File: config.mk
export PLATFORM = sky130hd
export DESIGN_NAME = arp_resolver_with_cache_aging_unit
export DESIGN_NICKNAME = d
export VERILOG_FILES = /design/src/design/arpr_pkg.sv /design/src/design/arpr_ram.sv /design/src/design/arpr_ctrl.sv /design/src/design/arpr_dp.sv /design/src/design/arp_resolver_with_cache_aging_unit.sv
export SDC_FILE = /design/constraint.sdc
export NUM_CORES = 2
export LEC_CHECK = 0
export ABC_AREA = 1
export BUFFER_PORTS_ARGS = -buffer_cell sky130_fd_sc_hd__buf_2
export CAP_MARGIN = 0
export CORE_ASPECT_RATIO = 0.6
export CORE_UTILIZATION = 30
export DETAILED_ROUTE_END_ITERATION = 10
export GPL_TIMING_DRIVEN = 0
export SETUP_SLACK_MARGIN = 0.05
export SLEW_MARGIN = 10
export SYNTH_ARGS = -nofsm -noshare
export SYNTH_HDL_FRONTEND = slang
export SYNTH_SLANG_ARGS = --single-unit
File: constraint.sdc
create_clock -name i_clk -period 9.41 [get_ports i_clk]
set_input_delay 0.4705 -clock i_clk [delete_from_list [all_inputs] [get_ports i_clk]]
set_output_delay 0.4705 -clock i_clk [all_outputs]
set_load 0.1 [all_outputs]
File: src/design/arpr_pkg.sv
// ----------------------------------------------------------------------------
// arpr_pkg
// Shared types, codes and defaults for the ARP resolver with cache aging.
// ----------------------------------------------------------------------------
package arpr_pkg;

    // default table sizes
    localparam int CACHE_ENTRIES_DEF   = 16;
    localparam int PENDING_ENTRIES_DEF = 8;
    localparam int PARK_DEPTH_DEF      = 16;

    // field widths
    localparam int MAC_W   = 48;
    localparam int IP_W    = 32;
    localparam int HDL_W   = 16;
    localparam int AGE_W   = 16;
    localparam int KIND_W  = 2;
    localparam int OKIND_W = 3;
    localparam int CIDX_W  = 2;

    // input request kinds
    localparam logic [KIND_W-1:0] KIND_SEND = 2'd0;
    localparam logic [KIND_W-1:0] KIND_ARP  = 2'd1;
    localparam logic [KIND_W-1:0] KIND_IPV4 = 2'd2;
    localparam logic [KIND_W-1:0] KIND_TICK = 2'd3;

    // arp opcodes
    localparam logic [1:0] ARP_OP_REQ   = 2'd1;
    localparam logic [1:0] ARP_OP_REPLY = 2'd2;

    // result kinds
    localparam logic [OKIND_W-1:0] OUT_TX        = 3'd0;
    localparam logic [OKIND_W-1:0] OUT_ARP_REQ   = 3'd1;
    localparam logic [OKIND_W-1:0] OUT_ARP_REPLY = 3'd2;
    localparam logic [OKIND_W-1:0] OUT_DELIVER   = 3'd3;
    localparam logic [OKIND_W-1:0] OUT_DROP      = 3'd4;

    // configuration register indexes
    localparam logic [CIDX_W-1:0] CFG_OWN_MAC = 2'd0;
    localparam logic [CIDX_W-1:0] CFG_OWN_IP  = 2'd1;
    localparam logic [CIDX_W-1:0] CFG_TTL     = 2'd2;
    localparam logic [CIDX_W-1:0] CFG_RINT    = 2'd3;

    // configuration reset values
    localparam logic [AGE_W-1:0] TTL_RST  = 16'd30000;
    localparam logic [AGE_W-1:0] RINT_RST = 16'd5000;

    // table walk being performed
    typedef enum logic [2:0] {
        OP_SEND_CACHE,
        OP_SEND_PEND,
        OP_TICK_CACHE,
        OP_TICK_PEND,
        OP_LEARN,
        OP_RELEASE,
        OP_PCLEAR
    } t_op;

    // source of an emitted result
    typedef enum logic [2:0] {
        ESEL_TX_CACHE,
        ESEL_TX_REL,
        ESEL_DROP,
        ESEL_REQ,
        ESEL_DELIV,
        ESEL_REPLY
    } t_esel;

    // controller to datapath commands
    typedef struct packed {
        t_op   op;
        logic  load;
        logic  clr;
        logic  chk;
        logic  inc;
        logic  park_push;
        logic  lwrite;
        logic  pend_alloc;
        logic  kinit;
        logic  kskip;
        logic  rel_clear;
        logic  emit;
        t_esel esel;
        logic  flush;
    } t_cmd;

    // datapath to controller status
    typedef struct packed {
        logic [KIND_W-1:0] kind;
        logic ours_ok;
        logic op_valid;
        logic is_req_me;
        logic match;
        logic last;
        logic park_full;
        logic req_needed;
        logic kzero;
        logic skip_stop;
        logic emit_ok;
        logic flush_done;
    } t_sts;

    // one result
    typedef struct packed {
        logic [OKIND_W-1:0] kind;
        logic [MAC_W-1:0]   mac;
        logic [IP_W-1:0]    ip;
        logic [HDL_W-1:0]   hdl;
    } t_res;

endpackage

File: src/design/arpr_ram.sv
// ----------------------------------------------------------------------------
// arpr_ram
// Generic single write port RAM with one registered read port.
// ----------------------------------------------------------------------------
module arpr_ram #(
    parameter int WIDTH = 32,
    parameter int DEPTH = 16,
    parameter int AW    = (DEPTH > 1) ? $clog2(DEPTH) : 1
) (
    input  logic             i_clk,
    input  logic             i_we,
    input  logic [AW-1:0]    i_waddr,
    input  logic [WIDTH-1:0] i_wdata,
    input  logic [AW-1:0]    i_raddr,
    output logic [WIDTH-1:0] o_rdata
);

    logic [WIDTH-1:0] r_mem [DEPTH];
    logic [WIDTH-1:0] r_rdata;

    // write port
    always_ff @(posedge i_clk) begin
        if (i_we) begin
            r_mem[i_waddr] <= i_wdata;
        end
    end

    // registered read port
    always_ff @(posedge i_clk) begin
        r_rdata <= r_mem[i_raddr];
    end

    assign o_rdata = r_rdata;

endmodule

File: src/design/arpr_ctrl.sv
// ----------------------------------------------------------------------------
// arpr_ctrl
// Controller state machine: sequences the table walks of each request.
// ----------------------------------------------------------------------------
module arpr_ctrl (
    input  logic           i_clk,
    input  logic           i_rst_n,
    input  logic           i_valid,
    output logic           o_stall,
    input  arpr_pkg::t_sts i_sts,
    output arpr_pkg::t_cmd o_cmd
);

    typedef enum logic [11:0] {
        S_IDLE  = 12'b0000_0000_0001,
        S_DISP  = 12'b0000_0000_0010,
        S_RD    = 12'b0000_0000_0100,
        S_CK    = 12'b0000_0000_1000,
        S_PARK  = 12'b0000_0001_0000,
        S_REQ   = 12'b0000_0010_0000,
        S_DELIV = 12'b0000_0100_0000,
        S_LWR   = 12'b0000_1000_0000,
        S_KINIT = 12'b0001_0000_0000,
        S_SKIP  = 12'b0010_0000_0000,
        S_REPLY = 12'b0100_0000_0000,
        S_FLUSH = 12'b1000_0000_0000
    } t_state;

    t_state          r_state, n_state;
    arpr_pkg::t_op   r_op, n_op;
    arpr_pkg::t_cmd  cmd;

    // state and walk registers
    always_ff @(posedge i_clk) begin
        if (!i_rst_n) begin
            r_state <= S_IDLE;
            r_op    <= arpr_pkg::OP_SEND_CACHE;
        end else begin
            r_state <= n_state;
            r_op    <= n_op;
        end
    end

    // next state and commands
    always_comb begin
        n_state  = r_state;
        n_op     = r_op;
        cmd      = '0;
        cmd.op   = r_op;
        cmd.esel = arpr_pkg::ESEL_TX_CACHE;
        unique case (r_state)
            S_IDLE: begin
                if (i_valid) begin
                    cmd.load = 1'b1;
                    n_state  = S_DISP;
                end
            end
            S_DISP: begin
                cmd.clr = 1'b1;
                unique case (i_sts.kind)
                    arpr_pkg::KIND_SEND: begin
                        n_op    = arpr_pkg::OP_SEND_CACHE;
                        n_state = S_RD;
                    end
                    arpr_pkg::KIND_TICK: begin
                        n_op    = arpr_pkg::OP_TICK_CACHE;
                        n_state = S_RD;
                    end
                    arpr_pkg::KIND_IPV4: begin
                        n_state = i_sts.ours_ok ? S_DELIV : S_FLUSH;
                    end
                    default: begin
                        if (i_sts.ours_ok && i_sts.op_valid) begin
                            n_op    = arpr_pkg::OP_LEARN;
                            n_state = S_RD;
                        end else begin
                            n_state = S_FLUSH;
                        end
                    end
                endcase
            end
            S_RD: begin
                n_state = S_CK;
            end
            S_CK: begin
                unique case (r_op)
                    arpr_pkg::OP_SEND_CACHE: begin
                        if (i_sts.match) begin
                            cmd.emit = 1'b1;
                            cmd.esel = arpr_pkg::ESEL_TX_CACHE;
                            if (i_sts.emit_ok) n_state = S_FLUSH;
                        end else if (i_sts.last) begin
                            n_state = S_PARK;
                        end else begin
                            cmd.inc = 1'b1;
                            n_state = S_RD;
                        end
                    end
                    arpr_pkg::OP_SEND_PEND: begin
                        cmd.chk = 1'b1;
                        if (i_sts.last) begin
                            n_state = S_REQ;
                        end else begin
                            cmd.inc = 1'b1;
                            n_state = S_RD;
                        end
                    end
                    arpr_pkg::OP_TICK_CACHE: begin
                        cmd.chk = 1'b1;
                        if (i_sts.last) begin
                            cmd.clr = 1'b1;
                            n_op    = arpr_pkg::OP_TICK_PEND;
                        end else begin
                            cmd.inc = 1'b1;
                        end
                        n_state = S_RD;
                    end
                    arpr_pkg::OP_TICK_PEND: begin
                        cmd.chk = 1'b1;
                        if (i_sts.last) begin
                            n_state = S_FLUSH;
                        end else begin
                            cmd.inc = 1'b1;
                            n_state = S_RD;
                        end
                    end
                    arpr_pkg::OP_LEARN: begin
                        cmd.chk = 1'b1;
                        if (i_sts.last) begin
                            n_state = S_LWR;
                        end else begin
                            cmd.inc = 1'b1;
                            n_state = S_RD;
                        end
                    end
                    arpr_pkg::OP_RELEASE: begin
                        if (i_sts.match) begin
                            cmd.emit = 1'b1;
                            cmd.esel = arpr_pkg::ESEL_TX_REL;
                            if (i_sts.emit_ok) begin
                                cmd.rel_clear = 1'b1;
                                cmd.inc       = 1'b1;
                                n_state       = i_sts.last ? S_SKIP : S_RD;
                            end
                        end else begin
                            cmd.inc = 1'b1;
                            n_state = i_sts.last ? S_SKIP : S_RD;
                        end
                    end
                    default: begin
                        cmd.chk = 1'b1;
                        if (i_sts.last) begin
                            n_state = S_REPLY;
                        end else begin
                            cmd.inc = 1'b1;
                            n_state = S_RD;
                        end
                    end
                endcase
            end
            S_PARK: begin
                if (i_sts.park_full) begin
                    cmd.emit = 1'b1;
                    cmd.esel = arpr_pkg::ESEL_DROP;
                    if (i_sts.emit_ok) begin
                        cmd.clr = 1'b1;
                        n_op    = arpr_pkg::OP_SEND_PEND;
                        n_state = S_RD;
                    end
                end else begin
                    cmd.park_push = 1'b1;
                    cmd.clr       = 1'b1;
                    n_op          = arpr_pkg::OP_SEND_PEND;
                    n_state       = S_RD;
                end
            end
            S_REQ: begin
                if (i_sts.req_needed) begin
                    cmd.emit = 1'b1;
                    cmd.esel = arpr_pkg::ESEL_REQ;
                    if (i_sts.emit_ok) begin
                        cmd.pend_alloc = 1'b1;
                        n_state        = S_FLUSH;
                    end
                end else begin
                    n_state = S_FLUSH;
                end
            end
            S_DELIV: begin
                cmd.emit = 1'b1;
                cmd.esel = arpr_pkg::ESEL_DELIV;
                if (i_sts.emit_ok) n_state = S_FLUSH;
            end
            S_LWR: begin
                cmd.lwrite = 1'b1;
                n_state    = S_KINIT;
            end
            S_KINIT: begin
                cmd.kinit = 1'b1;
                if (i_sts.kzero) begin
                    n_state = S_SKIP;
                end else begin
                    n_op    = arpr_pkg::OP_RELEASE;
                    n_state = S_RD;
                end
            end
            S_SKIP: begin
                if (i_sts.skip_stop) begin
                    cmd.clr = 1'b1;
                    n_op    = arpr_pkg::OP_PCLEAR;
                    n_state = S_RD;
                end else begin
                    cmd.kskip = 1'b1;
                end
            end
            S_REPLY: begin
                if (i_sts.is_req_me) begin
                    cmd.emit = 1'b1;
                    cmd.esel = arpr_pkg::ESEL_REPLY;
                    if (i_sts.emit_ok) n_state = S_FLUSH;
                end else begin
                    n_state = S_FLUSH;
                end
            end
            default: begin
                cmd.flush = 1'b1;
                if (i_sts.flush_done) n_state = S_IDLE;
            end
        endcase
    end

    assign o_cmd   = cmd;
    assign o_stall = (r_state != S_IDLE);

    // no result of an earlier request is left behind when a new one is taken
    assert property (@(posedge i_clk) disable iff (!i_rst_n)
        (r_state == S_IDLE) |-> i_sts.flush_done)
        else $error("result still held while idle");

endmodule

File: src/design/arpr_dp.sv
// ----------------------------------------------------------------------------
// arpr_dp
// Datapath: request and configuration registers, cache, pending table and
// parking FIFO storage, walk counters and the result stage.
// ----------------------------------------------------------------------------
module arpr_dp #(
    parameter int CACHE_ENTRIES   = arpr_pkg::CACHE_ENTRIES_DEF,
    parameter int PENDING_ENTRIES = arpr_pkg::PENDING_ENTRIES_DEF,
    parameter int PARK_DEPTH      = arpr_pkg::PARK_DEPTH_DEF
) (
    input  logic                         i_clk,
    input  logic                         i_rst_n,
    input  arpr_pkg::t_cmd               i_cmd,
    output arpr_pkg::t_sts               o_sts,
    // request fields
    input  logic [arpr_pkg::KIND_W-1:0]  i_kind,
    input  logic [arpr_pkg::IP_W-1:0]    i_next_hop_ip,
    input  logic [arpr_pkg::HDL_W-1:0]   i_datagram_handle,
    input  logic [arpr_pkg::MAC_W-1:0]   i_frame_dst_mac,
    input  logic                         i_parse_ok,
    input  logic [1:0]                   i_arp_opcode,
    input  logic [arpr_pkg::IP_W-1:0]    i_sender_ip,
    input  logic [arpr_pkg::MAC_W-1:0]   i_sender_mac,
    input  logic [arpr_pkg::IP_W-1:0]    i_target_ip,
    input  logic [arpr_pkg::AGE_W-1:0]   i_elapsed_ms,
    // configuration
    input  logic                         i_cfg_valid,
    input  logic [arpr_pkg::CIDX_W-1:0]  i_cfg_index,
    input  logic [arpr_pkg::MAC_W-1:0]   i_cfg_data,
    // results
    output logic                         o_valid,
    input  logic                         i_stall,
    output logic [arpr_pkg::OKIND_W-1:0] o_out_kind,
    output logic [arpr_pkg::MAC_W-1:0]   o_dst_mac,
    output logic [arpr_pkg::IP_W-1:0]    o_arp_target_ip,
    output logic [arpr_pkg::HDL_W-1:0]   o_out_handle,
    output logic                         o_last
);

    localparam int C  = CACHE_ENTRIES;
    localparam int P  = PENDING_ENTRIES;
    localparam int K  = PARK_DEPTH;
    localparam int CW = $clog2(C);
    localparam int PW = (P > 1) ? $clog2(P) : 1;
    localparam int KW = $clog2(K);
    localparam int LW = $clog2(K + 1);
    localparam int IPW = arpr_pkg::IP_W;
    localparam int MW  = arpr_pkg::MAC_W;
    localparam int HW  = arpr_pkg::HDL_W;
    localparam int AGW = arpr_pkg::AGE_W;
    localparam int CWORD = IPW + MW + AGW;
    localparam int PWORD = IPW + AGW;
    localparam int KWORD = IPW + HW;

    // wrap-around increment of a parking FIFO pointer
    function automatic logic [KW-1:0] kinc(input logic [KW-1:0] x);
        kinc = (x == KW'(K - 1)) ? '0 : x + 1'b1;
    endfunction

    // saturating age update
    function automatic logic [AGW-1:0] age_add(input logic [AGW-1:0] a,
                                               input logic [AGW-1:0] d);
        logic [AGW:0] s;
        s = {1'b0, a} + {1'b0, d};
        age_add = s[AGW] ? '1 : s[AGW-1:0];
    endfunction

    // request registers
    logic [arpr_pkg::KIND_W-1:0] r_kind;
    logic [IPW-1:0]              r_hop, r_sip, r_tip;
    logic [HW-1:0]               r_hdl;
    logic [MW-1:0]               r_dmac, r_smac;
    logic                        r_pok;
    logic [1:0]                  r_aop;
    logic [AGW-1:0]              r_dms;

    // configuration registers
    logic [MW-1:0]  r_own_mac;
    logic [IPW-1:0] r_own_ip;
    logic [AGW-1:0] r_ttl, r_rint;

    // valid bits and FIFO pointers
    logic [C-1:0]  r_cvalid;
    logic [P-1:0]  r_pvalid;
    logic [K-1:0]  r_kvalid;
    logic [KW-1:0] r_head, r_tail;

    // walk counters and trackers
    logic [CW-1:0]  r_cidx, r_cm_idx, r_cf_idx, r_cmax_idx;
    logic           r_cm_f, r_cf_f;
    logic [AGW-1:0] r_cmax_age;
    logic [PW-1:0]  r_pidx, r_pf_idx;
    logic           r_pend_hit, r_pf_f;
    logic [KW-1:0]  r_kpos;
    logic [LW-1:0]  r_kcnt, r_klen;

    // result stage
    logic           r_hold_v, r_out_v, r_out_last;
    arpr_pkg::t_res r_hold, r_out;

    // storage ports
    logic             c_we, p_we;
    logic [CW-1:0]    c_waddr, slot;
    logic [PW-1:0]    p_waddr;
    logic [CWORD-1:0] c_wdata, c_rd;
    logic [PWORD-1:0] p_wdata, p_rd;
    logic [KWORD-1:0] k_rd;
    logic [IPW-1:0]   c_ip, p_ip, k_ip, key;
    logic [MW-1:0]    c_mac;
    logic [AGW-1:0]   c_age, p_age, c_age_n, p_age_n;
    logic [HW-1:0]    k_hdl;
    logic             c_exp, p_exp, c_match, p_match, k_match;
    logic [LW-1:0]    klen_c;
    logic             out_free, emit_ok, last, out_load;
    arpr_pkg::t_res   res;

    assign c_ip  = c_rd[CWORD-1 -: IPW];
    assign c_mac = c_rd[AGW +: MW];
    assign c_age = c_rd[AGW-1:0];
    assign p_ip  = p_rd[PWORD-1 -: IPW];
    assign p_age = p_rd[AGW-1:0];
    assign k_ip  = k_rd[KWORD-1 -: IPW];
    assign k_hdl = k_rd[HW-1:0];

    // aging of the entry under the walk
    assign c_age_n = age_add(c_age, r_dms);
    assign p_age_n = age_add(p_age, r_dms);
    assign c_exp   = (c_age_n >= r_ttl);
    assign p_exp   = (p_age_n >= r_rint);

    // address compares
    assign key = (i_cmd.op == arpr_pkg::OP_SEND_CACHE || i_cmd.op == arpr_pkg::OP_SEND_PEND)
                 ? r_hop : r_sip;
    assign c_match = r_cvalid[r_cidx] && (c_ip == key);
    assign p_match = r_pvalid[r_pidx] && (p_ip == key);
    assign k_match = r_kvalid[r_kpos] && (k_ip == r_sip);

    // replacement slot for a learned mapping
    assign slot = r_cm_f ? r_cm_idx : (r_cf_f ? r_cf_idx : r_cmax_idx);

    // parked occupancy from head to tail
    always_comb begin
        if (r_head == r_tail) begin
            klen_c = r_kvalid[r_head] ? LW'(K) : '0;
        end else if (r_tail > r_head) begin
            klen_c = LW'(r_tail) - LW'(r_head);
        end else begin
            klen_c = LW'(r_tail) + LW'(K) - LW'(r_head);
        end
    end

    // end of the current walk
    always_comb begin
        unique case (i_cmd.op)
            arpr_pkg::OP_SEND_CACHE,
            arpr_pkg::OP_TICK_CACHE,
            arpr_pkg::OP_LEARN:   last = (r_cidx == CW'(C - 1));
            arpr_pkg::OP_RELEASE: last = (r_kcnt == r_klen - 1'b1);
            default:              last = (r_pidx == PW'(P - 1));
        endcase
    end

    // cache storage
    assign c_we    = (i_cmd.chk && i_cmd.op == arpr_pkg::OP_TICK_CACHE && r_cvalid[r_cidx])
                     || i_cmd.lwrite;
    assign c_waddr = i_cmd.lwrite ? slot : r_cidx;
    assign c_wdata = i_cmd.lwrite ? {r_sip, r_smac, {AGW{1'b0}}} : {c_ip, c_mac, c_age_n};

    arpr_ram #(.WIDTH(CWORD), .DEPTH(C), .AW(CW)) u_cache (
        .i_clk   (i_clk),
        .i_we    (c_we),
        .i_waddr (c_waddr),
        .i_wdata (c_wdata),
        .i_raddr (r_cidx),
        .o_rdata (c_rd)
    );

    // pending request storage
    assign p_we    = (i_cmd.chk && i_cmd.op == arpr_pkg::OP_TICK_PEND && r_pvalid[r_pidx])
                     || i_cmd.pend_alloc;
    assign p_waddr = i_cmd.pend_alloc ? r_pf_idx : r_pidx;
    assign p_wdata = i_cmd.pend_alloc ? {r_hop, {AGW{1'b0}}} : {p_ip, p_age_n};

    arpr_ram #(.WIDTH(PWORD), .DEPTH(P), .AW(PW)) u_pend (
        .i_clk   (i_clk),
        .i_we    (p_we),
        .i_waddr (p_waddr),
        .i_wdata (p_wdata),
        .i_raddr (r_pidx),
        .o_rdata (p_rd)
    );

    // parking FIFO storage
    arpr_ram #(.WIDTH(KWORD), .DEPTH(K), .AW(KW)) u_park (
        .i_clk   (i_clk),
        .i_we    (i_cmd.park_push),
        .i_waddr (r_tail),
        .i_wdata ({r_hop, r_hdl}),
        .i_raddr (r_kpos),
        .o_rdata (k_rd)
    );

    // request capture
    always_ff @(posedge i_clk) begin
        if (i_cmd.load) begin
            r_kind <= i_kind;
            r_hop  <= i_next_hop_ip;
            r_hdl  <= i_datagram_handle;
            r_dmac <= i_frame_dst_mac;
            r_pok  <= i_parse_ok;
            r_aop  <= i_arp_opcode;
            r_sip  <= i_sender_ip;
            r_smac <= i_sender_mac;
            r_tip  <= i_target_ip;
            r_dms  <= i_elapsed_ms;
        end
    end

    // configuration writes
    always_ff @(posedge i_clk) begin
        if (!i_rst_n) begin
            r_own_mac <= '0;
            r_own_ip  <= '0;
            r_ttl     <= arpr_pkg::TTL_RST;
            r_rint    <= arpr_pkg::RINT_RST;
        end else if (i_cfg_valid) begin
            unique case (i_cfg_index)
                arpr_pkg::CFG_OWN_MAC: r_own_mac <= i_cfg_data;
                arpr_pkg::CFG_OWN_IP:  r_own_ip  <= i_cfg_data[IPW-1:0];
                arpr_pkg::CFG_TTL:     r_ttl     <= i_cfg_data[AGW-1:0];
                default:               r_rint    <= i_cfg_data[AGW-1:0];
            endcase
        end
    end

    // valid bits and FIFO pointers
    always_ff @(posedge i_clk) begin
        if (!i_rst_n) begin
            r_cvalid <= '0;
            r_pvalid <= '0;
            r_kvalid <= '0;
            r_head   <= '0;
            r_tail   <= '0;
        end else begin
            if (i_cmd.chk && i_cmd.op == arpr_pkg::OP_TICK_CACHE
                    && r_cvalid[r_cidx] && c_exp) begin
                r_cvalid[r_cidx] <= 1'b0;
            end
            if (i_cmd.lwrite) begin
                r_cvalid[slot] <= 1'b1;
            end
            if (i_cmd.chk && i_cmd.op == arpr_pkg::OP_TICK_PEND
                    && r_pvalid[r_pidx] && p_exp) begin
                r_pvalid[r_pidx] <= 1'b0;
            end
            if (i_cmd.chk && i_cmd.op == arpr_pkg::OP_PCLEAR && p_match) begin
                r_pvalid[r_pidx] <= 1'b0;
            end
            if (i_cmd.pend_alloc) begin
                r_pvalid[r_pf_idx] <= 1'b1;
            end
            if (i_cmd.park_push) begin
                r_kvalid[r_tail] <= 1'b1;
                r_tail           <= kinc(r_tail);
            end
            if (i_cmd.rel_clear) begin
                r_kvalid[r_kpos] <= 1'b0;
            end
            if (i_cmd.kskip) begin
                r_head <= kinc(r_head);
            end
        end
    end

    // walk counters and search trackers
    always_ff @(posedge i_clk) begin
        if (i_cmd.clr) begin
            r_cidx     <= '0;
            r_pidx     <= '0;
            r_cm_f     <= 1'b0;
            r_cf_f     <= 1'b0;
            r_pend_hit <= 1'b0;
            r_pf_f     <= 1'b0;
        end else begin
            if (i_cmd.chk && i_cmd.op == arpr_pkg::OP_LEARN) begin
                if (c_match && !r_cm_f) begin
                    r_cm_f   <= 1'b1;
                    r_cm_idx <= r_cidx;
                end
                if (!r_cvalid[r_cidx] && !r_cf_f) begin
                    r_cf_f   <= 1'b1;
                    r_cf_idx <= r_cidx;
                end
                if (r_cidx == '0 || c_age > r_cmax_age) begin
                    r_cmax_idx <= r_cidx;
                    r_cmax_age <= c_age;
                end
            end
            if (i_cmd.chk && i_cmd.op == arpr_pkg::OP_SEND_PEND) begin
                if (p_match) r_pend_hit <= 1'b1;
                if (!r_pvalid[r_pidx] && !r_pf_f) begin
                    r_pf_f   <= 1'b1;
                    r_pf_idx <= r_pidx;
                end
            end
            if (i_cmd.inc) begin
                unique case (i_cmd.op)
                    arpr_pkg::OP_SEND_CACHE,
                    arpr_pkg::OP_TICK_CACHE,
                    arpr_pkg::OP_LEARN: r_cidx <= r_cidx + 1'b1;
                    arpr_pkg::OP_RELEASE: begin
                        r_kpos <= kinc(r_kpos);
                        r_kcnt <= r_kcnt + 1'b1;
                    end
                    default: r_pidx <= r_pidx + 1'b1;
                endcase
            end
        end
        if (i_cmd.kinit) begin
            r_kpos <= r_head;
            r_kcnt <= '0;
            r_klen <= klen_c;
        end
        if (i_cmd.kskip) begin
            r_klen <= r_klen - 1'b1;
        end
    end

    // result payload selection
    always_comb begin
        res      = '0;
        res.hdl  = r_hdl;
        unique case (i_cmd.esel)
            arpr_pkg::ESEL_TX_CACHE: begin
                res.kind = arpr_pkg::OUT_TX;
                res.mac  = c_mac;
            end
            arpr_pkg::ESEL_TX_REL: begin
                res.kind = arpr_pkg::OUT_TX;
                res.mac  = r_smac;
                res.hdl  = k_hdl;
            end
            arpr_pkg::ESEL_DROP: begin
                res.kind = arpr_pkg::OUT_DROP;
            end
            arpr_pkg::ESEL_REQ: begin
                res.kind = arpr_pkg::OUT_ARP_REQ;
                res.mac  = '1;
                res.ip   = r_hop;
                res.hdl  = '0;
            end
            arpr_pkg::ESEL_DELIV: begin
                res.kind = arpr_pkg::OUT_DELIVER;
            end
            default: begin
                res.kind = arpr_pkg::OUT_ARP_REPLY;
                res.mac  = r_smac;
                res.ip   = r_sip;
                res.hdl  = '0;
            end
        endcase
    end

    // hold stage keeps the newest result until the next one or the end
    assign out_free = !r_out_v || !i_stall;
    assign emit_ok  = !r_hold_v || out_free;
    assign out_load = (i_cmd.emit && emit_ok && r_hold_v)
                      || (!i_cmd.emit && i_cmd.flush && r_hold_v && out_free);

    always_ff @(posedge i_clk) begin
        if (!i_rst_n) begin
            r_hold_v <= 1'b0;
            r_out_v  <= 1'b0;
        end else begin
            if (out_load) begin
                r_out_v <= 1'b1;
            end else if (r_out_v && !i_stall) begin
                r_out_v <= 1'b0;
            end
            if (i_cmd.emit && emit_ok) begin
                if (r_hold_v) begin
                    r_out      <= r_hold;
                    r_out_last <= 1'b0;
                end
                r_hold   <= res;
                r_hold_v <= 1'b1;
            end else if (i_cmd.flush && r_hold_v && out_free) begin
                r_out      <= r_hold;
                r_out_last <= 1'b1;
                r_hold_v   <= 1'b0;
            end
        end
    end

    assign o_valid         = r_out_v;
    assign o_out_kind      = r_out.kind;
    assign o_dst_mac       = r_out.mac;
    assign o_arp_target_ip = r_out.ip;
    assign o_out_handle    = r_out.hdl;
    assign o_last          = r_out_last;

    // status back to the controller
    always_comb begin
        o_sts            = '0;
        o_sts.kind       = r_kind;
        o_sts.ours_ok    = ((r_dmac == r_own_mac) || (r_dmac == '1)) && r_pok;
        o_sts.op_valid   = (r_aop == arpr_pkg::ARP_OP_REQ) || (r_aop == arpr_pkg::ARP_OP_REPLY);
        o_sts.is_req_me  = (r_aop == arpr_pkg::ARP_OP_REQ) && (r_tip == r_own_ip);
        o_sts.match      = (i_cmd.op == arpr_pkg::OP_RELEASE) ? k_match : c_match;
        o_sts.last       = last;
        o_sts.park_full  = r_kvalid[r_tail];
        o_sts.req_needed = !r_pend_hit && r_pf_f;
        o_sts.kzero      = (klen_c == '0);
        o_sts.skip_stop  = (r_klen == '0) || r_kvalid[r_head];
        o_sts.emit_ok    = emit_ok;
        o_sts.flush_done = !r_hold_v;
    end

    // a parked handle is never overwritten
    assert property (@(posedge i_clk) disable iff (!i_rst_n)
        i_cmd.park_push |-> !r_kvalid[r_tail])
        else $error("park push onto an occupied slot");

    // a new pending entry goes only into a free slot found by the walk
    assert property (@(posedge i_clk) disable iff (!i_rst_n)
        i_cmd.pend_alloc |-> (r_pf_f && !r_pvalid[r_pf_idx]))
        else $error("pending allocation into a used slot");

    // release walk never spans more than the FIFO depth
    assert property (@(posedge i_clk) disable iff (!i_rst_n)
        i_cmd.kinit |=> (r_klen <= LW'(K)))
        else $error("parked length out of range");

endmodule

File: src/design/arp_resolver_with_cache_aging_unit.sv
// Sequence: a send walks the cache entry by entry (registered RAM read), and on a miss
//   parks the handle and walks the pending table.
// A tick walks the cache, then the pending table; an ARP frame walks the cache,
//   the parked handles and the pending table; a dropped or IPv4 frame walks none.
// Throughput: one request at a time, the walk over the storage RAMs sets the rate.
// Reset: valid bits, FIFO pointers and configuration defaults load at once; no clearing pass.
// ----------------------------------------------------------------------------
// arp_resolver_with_cache_aging_unit
// ARP resolver with an aged IP-to-MAC cache, pending table and parking FIFO.
// ----------------------------------------------------------------------------
module arp_resolver_with_cache_aging_unit #(
    parameter int CACHE_ENTRIES   = arpr_pkg::CACHE_ENTRIES_DEF,
    parameter int PENDING_ENTRIES = arpr_pkg::PENDING_ENTRIES_DEF,
    parameter int PARK_DEPTH      = arpr_pkg::PARK_DEPTH_DEF
) (
    input  logic                         i_clk,
    input  logic                         i_rst_n,
    // request channel
    input  logic                         i_valid,
    output logic                         o_stall,
    input  logic [arpr_pkg::KIND_W-1:0]  i_kind,
    input  logic [arpr_pkg::IP_W-1:0]    i_next_hop_ip,
    input  logic [arpr_pkg::HDL_W-1:0]   i_datagram_handle,
    input  logic [arpr_pkg::MAC_W-1:0]   i_frame_dst_mac,
    input  logic                         i_parse_ok,
    input  logic [1:0]                   i_arp_opcode,
    input  logic [arpr_pkg::IP_W-1:0]    i_sender_ip,
    input  logic [arpr_pkg::MAC_W-1:0]   i_sender_mac,
    input  logic [arpr_pkg::IP_W-1:0]    i_target_ip,
    input  logic [arpr_pkg::AGE_W-1:0]   i_elapsed_ms,
    // configuration channel
    input  logic                         i_cfg_valid,
    output logic                         o_cfg_ready,
    input  logic [arpr_pkg::CIDX_W-1:0]  i_cfg_index,
    input  logic [arpr_pkg::MAC_W-1:0]   i_cfg_data,
    // result channel
    output logic                         o_valid,
    input  logic                         i_stall,
    output logic [arpr_pkg::OKIND_W-1:0] o_out_kind,
    output logic [arpr_pkg::MAC_W-1:0]   o_dst_mac,
    output logic [arpr_pkg::IP_W-1:0]    o_arp_target_ip,
    output logic [arpr_pkg::HDL_W-1:0]   o_out_handle,
    output logic                         o_last
);

    arpr_pkg::t_cmd cmd;
    arpr_pkg::t_sts sts;

    // configuration is always taken
    assign o_cfg_ready = 1'b1;

    // controller
    arpr_ctrl u_ctrl (
        .i_clk   (i_clk),
        .i_rst_n (i_rst_n),
        .i_valid (i_valid),
        .o_stall (o_stall),
        .i_sts   (sts),
        .o_cmd   (cmd)
    );

    // datapath
    arpr_dp #(
        .CACHE_ENTRIES   (CACHE_ENTRIES),
        .PENDING_ENTRIES (PENDING_ENTRIES),
        .PARK_DEPTH      (PARK_DEPTH)
    ) u_dp (
        .i_clk             (i_clk),
        .i_rst_n           (i_rst_n),
        .i_cmd             (cmd),
        .o_sts             (sts),
        .i_kind            (i_kind),
        .i_next_hop_ip     (i_next_hop_ip),
        .i_datagram_handle (i_datagram_handle),
        .i_frame_dst_mac   (i_frame_dst_mac),
        .i_parse_ok        (i_parse_ok),
        .i_arp_opcode      (i_arp_opcode),
        .i_sender_ip       (i_sender_ip),
        .i_sender_mac      (i_sender_mac),
        .i_target_ip       (i_target_ip),
        .i_elapsed_ms      (i_elapsed_ms),
        .i_cfg_valid       (i_cfg_valid),
        .i_cfg_index       (i_cfg_index),
        .i_cfg_data        (i_cfg_data),
        .o_valid           (o_valid),
        .i_stall           (i_stall),
        .o_out_kind        (o_out_kind),
        .o_dst_mac         (o_dst_mac),
        .o_arp_target_ip   (o_arp_target_ip),
        .o_out_handle      (o_out_handle),
        .o_last            (o_last)
    );

endmodule

## Yosys cells after proc, flatten, opt, wreduce, memory -nomap -nowiden

Memories as Yosys holds them, arrays and structs flattened. A register that Yosys moved wholly into a read port is not among the register bits.
Cells that the tools add are included.

| operators by class | value |
|---|---|
| add/sub/neg operators | 12 |
| $mul | 0 |
| divide/modulo/power cells | 0 |
| order comparisons | 17 |
| equal/unequal tests | 53 |
| shifts and indexed selects | 0 |
| mux-type cells | 140 |
| bitwise operators | 13 |
| reductions and logical operators | 97 |

Operator list:

| kind | number |
|---|---|
| $mux 99 | 3 |
| $mux 12 | 14 |
| $pmux 48 s3 | 1 |
| $pmux 12 s11 | 1 |
| $eq 32x32->1 | 4 |
| $mux 16 | 8 |
| $mux 96 | 1 |
| $pmux 12 s6 | 1 |
| $pmux 32 s2 | 1 |
| $mux 4 | 14 |
| $eq 48x48->1 | 1 |
| $eq 48x48->1 const B | 1 |
| $mux 48 | 1 |
| $mux 8 | 6 |
| $mux 1 | 47 |
| $mux 5 | 7 |
| $add 16x16->17 | 2 |
| $logic_and 1x1->1 | 34 |
| $and 16x16->16 | 2 |
| $ge 16x16->1 | 2 |
| $mux 32 | 1 |
| $not 16->16 | 2 |
| $or 16x16->16 | 2 |
| $pmux 16 s2 | 1 |
| 75 further kinds | 175 |

| storage, ports and cells | value |
|---|---|
| flip-flop bits (word level) | 661 |
| bits in latches | 0 |
| bits in writable memories | 2688 |
| memory bits (read-only) | 0 |
| input bits | 284 |
| output and inout port bits | 103 |
| memories | 3 |

Memories:

| memory | depth | width | read ports | clocked after memory_dff | write ports | RTL line | RTL |
|---|---|---|---|---|---|---|---|
| u_dp.u_cache.r_mem | 16 | 96 | 1 | 1 | 1 | arpr_ram.sv:18 | `logic [WIDTH-1:0] r_mem [DEPTH];` |
| u_dp.u_park.r_mem | 16 | 48 | 1 | 1 | 1 | arpr_ram.sv:18 |  |
| u_dp.u_pend.r_mem | 8 | 48 | 1 | 1 | 1 | arpr_ram.sv:18 |  |

## Logic depth before layout (Yosys ltp)

| depth | value |
|---|---|
| depth in word-level cells | 19 |
| gate-level depth with buffers | 31 |
| gate-level depth less buffers | 30 |

## Modules after synthesis

From an unflattened synthesis, not the netlist that was laid out.

| second synthesis, totals | value |
|---|---|
| cells, all modules | 14767 |
| area, all modules | 151953.2 sq um |

By module, submodules not included:

| module | times used | cells each | area each (sq um) | sequential area each (sq um) |
|---|---|---|---|---|
| arpr_ram at u_dp.u_cache | 1 | 6302 | 67708.7 | 48046.1 |
| arpr_ram at u_dp.u_park | 1 | 3165 | 33941.3 | 24023.0 |
| arpr_dp | 1 | 3296 | 30998.5 | 17616.9 |
| arpr_ram at u_dp.u_pend | 1 | 1725 | 17670.7 | 12492.0 |
| arpr_ctrl | 1 | 277 | 1622.8 | 300.3 |
| arp_resolver_with_cache_aging_unit | 1 | 2 | 11.3 | 0.0 |

## Least setup slack after synthesis

No wires, ideal clock.

| timing path | value |
|---|---|
| kind | register to register |
| start point | register u_dp.r_cidx[0] |
| end point | memory u_dp.u_cache.r_mem[11][0] in the netlist's numbering, enable pin |
| library setup time | 551 ps |
| arrival time | 5856 ps |
| data required time | 8859 ps |
| slack | 3002 ps |
| cell stages (with the launch flop) | 9 |
| path buffers | 4 |
| path through | dfxtp_1 -> clkbuf_1 -> clkbuf_1 -> clkbuf_1 -> clkbuf_1 -> a21oi_1 -> nor2_1 -> nand2_1 -> nor2_1 |

| between the ends | value |
|---|---|
| longest elaborated chain between the ends | 6 |

Ends and longest elaborated chain:

| element | RTL line | RTL |
|---|---|---|
| start: declaration | arpr_dp.sv:89 | `logic [CW-1:0] r_cidx, r_cm_idx, r_cf_idx, r_cmax_idx;` |
| start signal: assignment | arpr_dp.sv:310 | `arpr_pkg::OP_LEARN: r_cidx <= r_cidx + 1'b1;` |
| $bmux 1 s4 | arpr_dp.sv:164 | `assign c_we = (i_cmd.chk && i_cmd.op == arpr_pkg::OP_TICK_CACHE && r_cvalid[r_cidx])` |
| $mux 1 (implied by the code) | arpr_dp.sv:164 |  |
| $logic_and 1x1->1 | arpr_dp.sv:164 |  |
| $logic_or 1x1->1 | arpr_dp.sv:165 | `\|\| i_cmd.lwrite;` |
| $mux 1 | arpr_ram.sv:23 | `if (i_we) begin` |
| $mux 1 (implied by the code) | arpr_ram.sv:24 | `r_mem[i_waddr] <= i_wdata;` |
| end: declaration | arpr_ram.sv:18 |  |

Parallel ways exist; a longest one is shown, timed or not. The select of a mux whose other input is x is not followed.

==> impl_metrics.py <==
metrics = {
    "die": {
        "initial_core_util": 0.302,
        "dieWidth_um": 879,
        "die_h_um": 528,
        "ios": 387,
        "die_area_mm2": 0.464,
        "core-area_mm2": 0.458,
        "rows": 192,
    },
    "drt": {
        "first_iter_violations": 14900,
        "vias_per_cell": 5.20,
        "dr_wl_met2_mm": 190,
        "drc": 0,
        "highest-signal-layer": "met5",
        "wire_per_inst_um": 25.8,
        "dr.pass1.iters": 7,
        "wl_met1_mm": 212,
        "met3WireLength_mm": 59.6,
        "routed_wl_mm": 481,
        "ant_nets": 0,
        "num_vias": 96800,
    },
    "synthesis": {
        "synthesis.area_mm2": 0.138,
        "yosysWarnings": 0,
        "synth_cells": 11000,
        "ys_ff_latch": 3541,
        "ys_seq_area_frac": 0.740,
        "yosysMostFrequentCell": "edfxtp_1",
        "ys_top_cells_by_count": "edfxtp_1 (3,156), nor2_1 (1,534), o21ai_0 (1,509)",
        "async_flop_share": 0,
        "avgSynthCellArea_um2": 12.6,
        "synth_edf_count": 3156,
        "syn_nets": 11400,
        "synth.distinct_cells": 62,
        "synth_top_area_frac": 0.685,
        "synth_ff_type": "edfxtp_1",
        "synth_top_area_cell": "edfxtp_1",
        "synth.area.top_cells": "edfxtp_1 (68%), dfxtp_1 (5.6%), o21ai_0 (5.5%)",
    },
    "setup_path": {
        "crit_path_top_delay_cell": "clkbuf_1",
        "cp_common_cell": "nand2_1",
        "reg2reg_to": "u_dp.r_hold[84]",
        "critPathKind": "reg -> reg",
        "critPathMaxStageDelay_ns": 1.04,
        "crit_fanout": 10,
        "critical_path.top_delay_family": "simple AND/OR/NAND/NOR gates",
        "critPathRequiredTime_ns": 10.15,
        "worstPathArrival_ns": 6.72,
        "cp_num_cells": 14,
        "cp-start-kind": "flip-flop",
        "path_buf_inv": 3,
        "cp-end-kind": "flip-flop",
        "ff2ff_setup_slack_ns": 3.43,
        "endpoint": "u_dp.r_hold[84]",
        "crit_start": "u_dp.r_kpos[0]",
        "rr_startpoint": "u_dp.r_kpos[0]",
        "rr_worst_depth": 14,
        "cp_cell_sequence": "clkbuf_1 > a21oi_1 > o21ai_0 > nand2_1 > nand2_1 > a21oi_1 > a21o_1 > nor2_1 > nand3_1 > nand3_1 > nand2_1 > buf_2 > buf_2 > o211ai_1",
    },
    "final_layout": {
        "fin_area_mm2": 0.166,
        "layout.nets": 12600,
        "post_route_cells_drive_above_1_share": 0.102,
        "seqCellArea_mm2": 0.102,
        "postLayoutCoreUtil": 0.363,
        "nFillCells": 44000,
        "areaGrowthSynthToFinish_pct": 19.9,
        "multi_input_area_mm2": 0.0319,
    },
    "placement": {
        "place_area_mm2": 0.152,
        "port_buffers": 385,
        "hpwlAfterDp_mm": 343,
        "globalplace.congestion": 0.946,
    },
    "status": {
        "status": "completed",
    },
    "timing": {
        "finalCritPeriodShare": 0.636,
        "tightest_slew_ns": 1.44,
        "grt_setup_unrepaired": "false",
        "skew_ns": 0.135,
        "timing.fmax_mhz": 167,
        "tns_ns": 0,
        "hold-worst-slack_ns": 0.0847,
        "finalHoldViolCount": 0,
        "slew_headroom": 0.0281,
        "setup_violations": 0,
        "period_minus_slack_ns": 5.98,
        "drv_slew": 0,
    },
    "power": {
        "p_per_area_mw_per_mm2": 199,
        "p_leak_nw": 56.6,
        "ir_drop_v": 0.000155,
    },
    "clock_network": {
        "postCtsSetupBuffers": 0,
        "htreeDepth": 5,
        "root_buffer": "clkbuf_16",
        "clk_pin_slew_ns": 0.06,
        "cts.repair.resized": 0,
        "clock_path_buffers": 4,
        "tritoncts": "done",
        "holdBufCountCts": 282,
        "worstSkewPairLatency_ns": 1.03,
        "cts_buffers": 334,
        "numClockSinks": 3541,
    },
    "grt": {
        "grt_pass1_wl_mm": 667,
        "overflow": 0,
        "grt_usage": 0.198,
        "grt_pass1_vias": 88000,
        "grt_antenna_before_repair": 35,
        "grt_max_degree": 97,
    },
    "job": {
        "cap_violations": 0,
    },
    "min_path": {
        "hp-class": "in -> reg",
    },
}
[power breakdown]
| group | total, mW | switching, mW | internal [mW] |
|---|---|---|---|
| Clock | 13.8 | 6.21 | 7.62 |
| Combinational | 1.52 | 1.07 | 0.458 |
| Sequential | 17.6 | 0.300 | 17.3 |
| Total | 33.0 | 7.58 | 25.4 |
[tightest hold or removal path, stage by stage]
cell,delay (ns)
buf_2,0.11
nand2_1,0.08
nor2_1,0.11
o21ai_0,0.17
nor2_1,0.05
[final cells by class]
type | count | share of cell area
sequential | 3541 | 0.618
multi-input combinational | 6331 | 0.192
clock buffer | 446 | 0.0549
timing repair buffer | 875 | 0.0511
tap | 6111 | 0.0461
buffer | 606 | 0.0146
inverter | 538 | 0.0122
clock inverter | 169 | 0.0109
antenna | 18 | 0.000271
[per-stage QoR]
| stage | std cells | power (mW) | setup slack (ns) |
|---|---|---|---|
| 2_1_floorplan | 11000 | 18.6 | 3.00 |
| 3_3_place_gp | 17500 | 19.4 | -4.75 |
| 5_1_grt | 18600 | 33.8 | 3.34 |
| 3_5_place_dp | 17700 | 19.3 | 3.52 |
| 6_report | 18600 | 33.0 | 3.43 |
| 4_1_cts | 18600 | 33.1 | 3.57 |
[sequential cells by signal, indices dropped and copies added, names as in the netlist, 32 cells and up]
name and count:
u_dp.u_park.o_rdata 48, u_dp.r_own_mac 48, u_dp.u_cache.r_mem 1536, u_dp.u_cache.o_rdata 96
u_dp.u_park.r_mem 768, u_dp.o_arp_target_ip 32, u_dp.r_smac 48, u_dp.r_hop 32
u_dp.u_pend.r_mem 384, u_dp.r_hold 99, u_dp.r_own_ip 32, u_dp.r_dmac 48
u_dp.r_tip 32, u_dp.o_dst_mac 48, u_dp.r_sip 32, u_dp.u_pend.o_rdata 48
[worst min-delay path by stage]
stage | slack, ns | cells after the start | startpoint | to
after global placement | 0.40 | 0 | u_dp.r_hold[80] | u_dp.o_dst_mac[32]
final | 0.08 | 5 | i_cfg_valid | u_dp.r_rint[0]
after detailed placement | 0.40 | 0 | u_dp.r_hold[19] | u_dp.o_arp_target_ip[3]
after global routing | 0.05 | 5 | i_cfg_valid | u_dp.r_ttl[10]
after floorplan | 0.40 | 0 | u_dp.r_hold[16] | u_dp.o_arp_target_ip[0]
after CTS | 0.001 | 5 | i_cfg_valid | u_dp.r_ttl[10]
[cell usage in the layout (no fill, tap or decap), drive strengths merged, types with 5 or more instances in the layout]
master and count:
edfxtp 3156, nor2 1544, o21ai 1524, nand2 1389, clkbuf 994, buf 651, o22ai 616, inv 556
dfxtp 385, dlygate4sd3 282, nand4 258, a21oi 200, nand3 158, clkinv 110, ha 106, nor3 67
o211ai 64, xor2 63, xnor2 62, a22oi 51, a221oi 47, a22o 38, or2 37, bufinv 27
nor4 19, diode 18, nand3b 18, a31oi 17, clkinvlp 14, a21boi 9, o21a 5, and3 5
[cells by family (layout without fill, tap and decap cells)]
kind of cell,after synthesis,after routing,share of synthesized area
fa+ha+maj,109,109,0.0100
buf+inv,1144,2634,0.0319
xor+xnor,125,125,0.00791
other cells,1,19,0.0000271
simple gates,3503,3503,0.105
compound gates,2593,2593,0.105
flops,3541,3541,0.740
[metal layers]
layer | up-vias | global-route usage
met5 | - | 0
met2 | 5868 | 0.268
li1 | 42500 | -
met3 | 788 | 0.0455
met1 | 47700 | 0.305
met4 | 10 | 0.0715
Note: power is estimated with default switching activity, not from simulation.
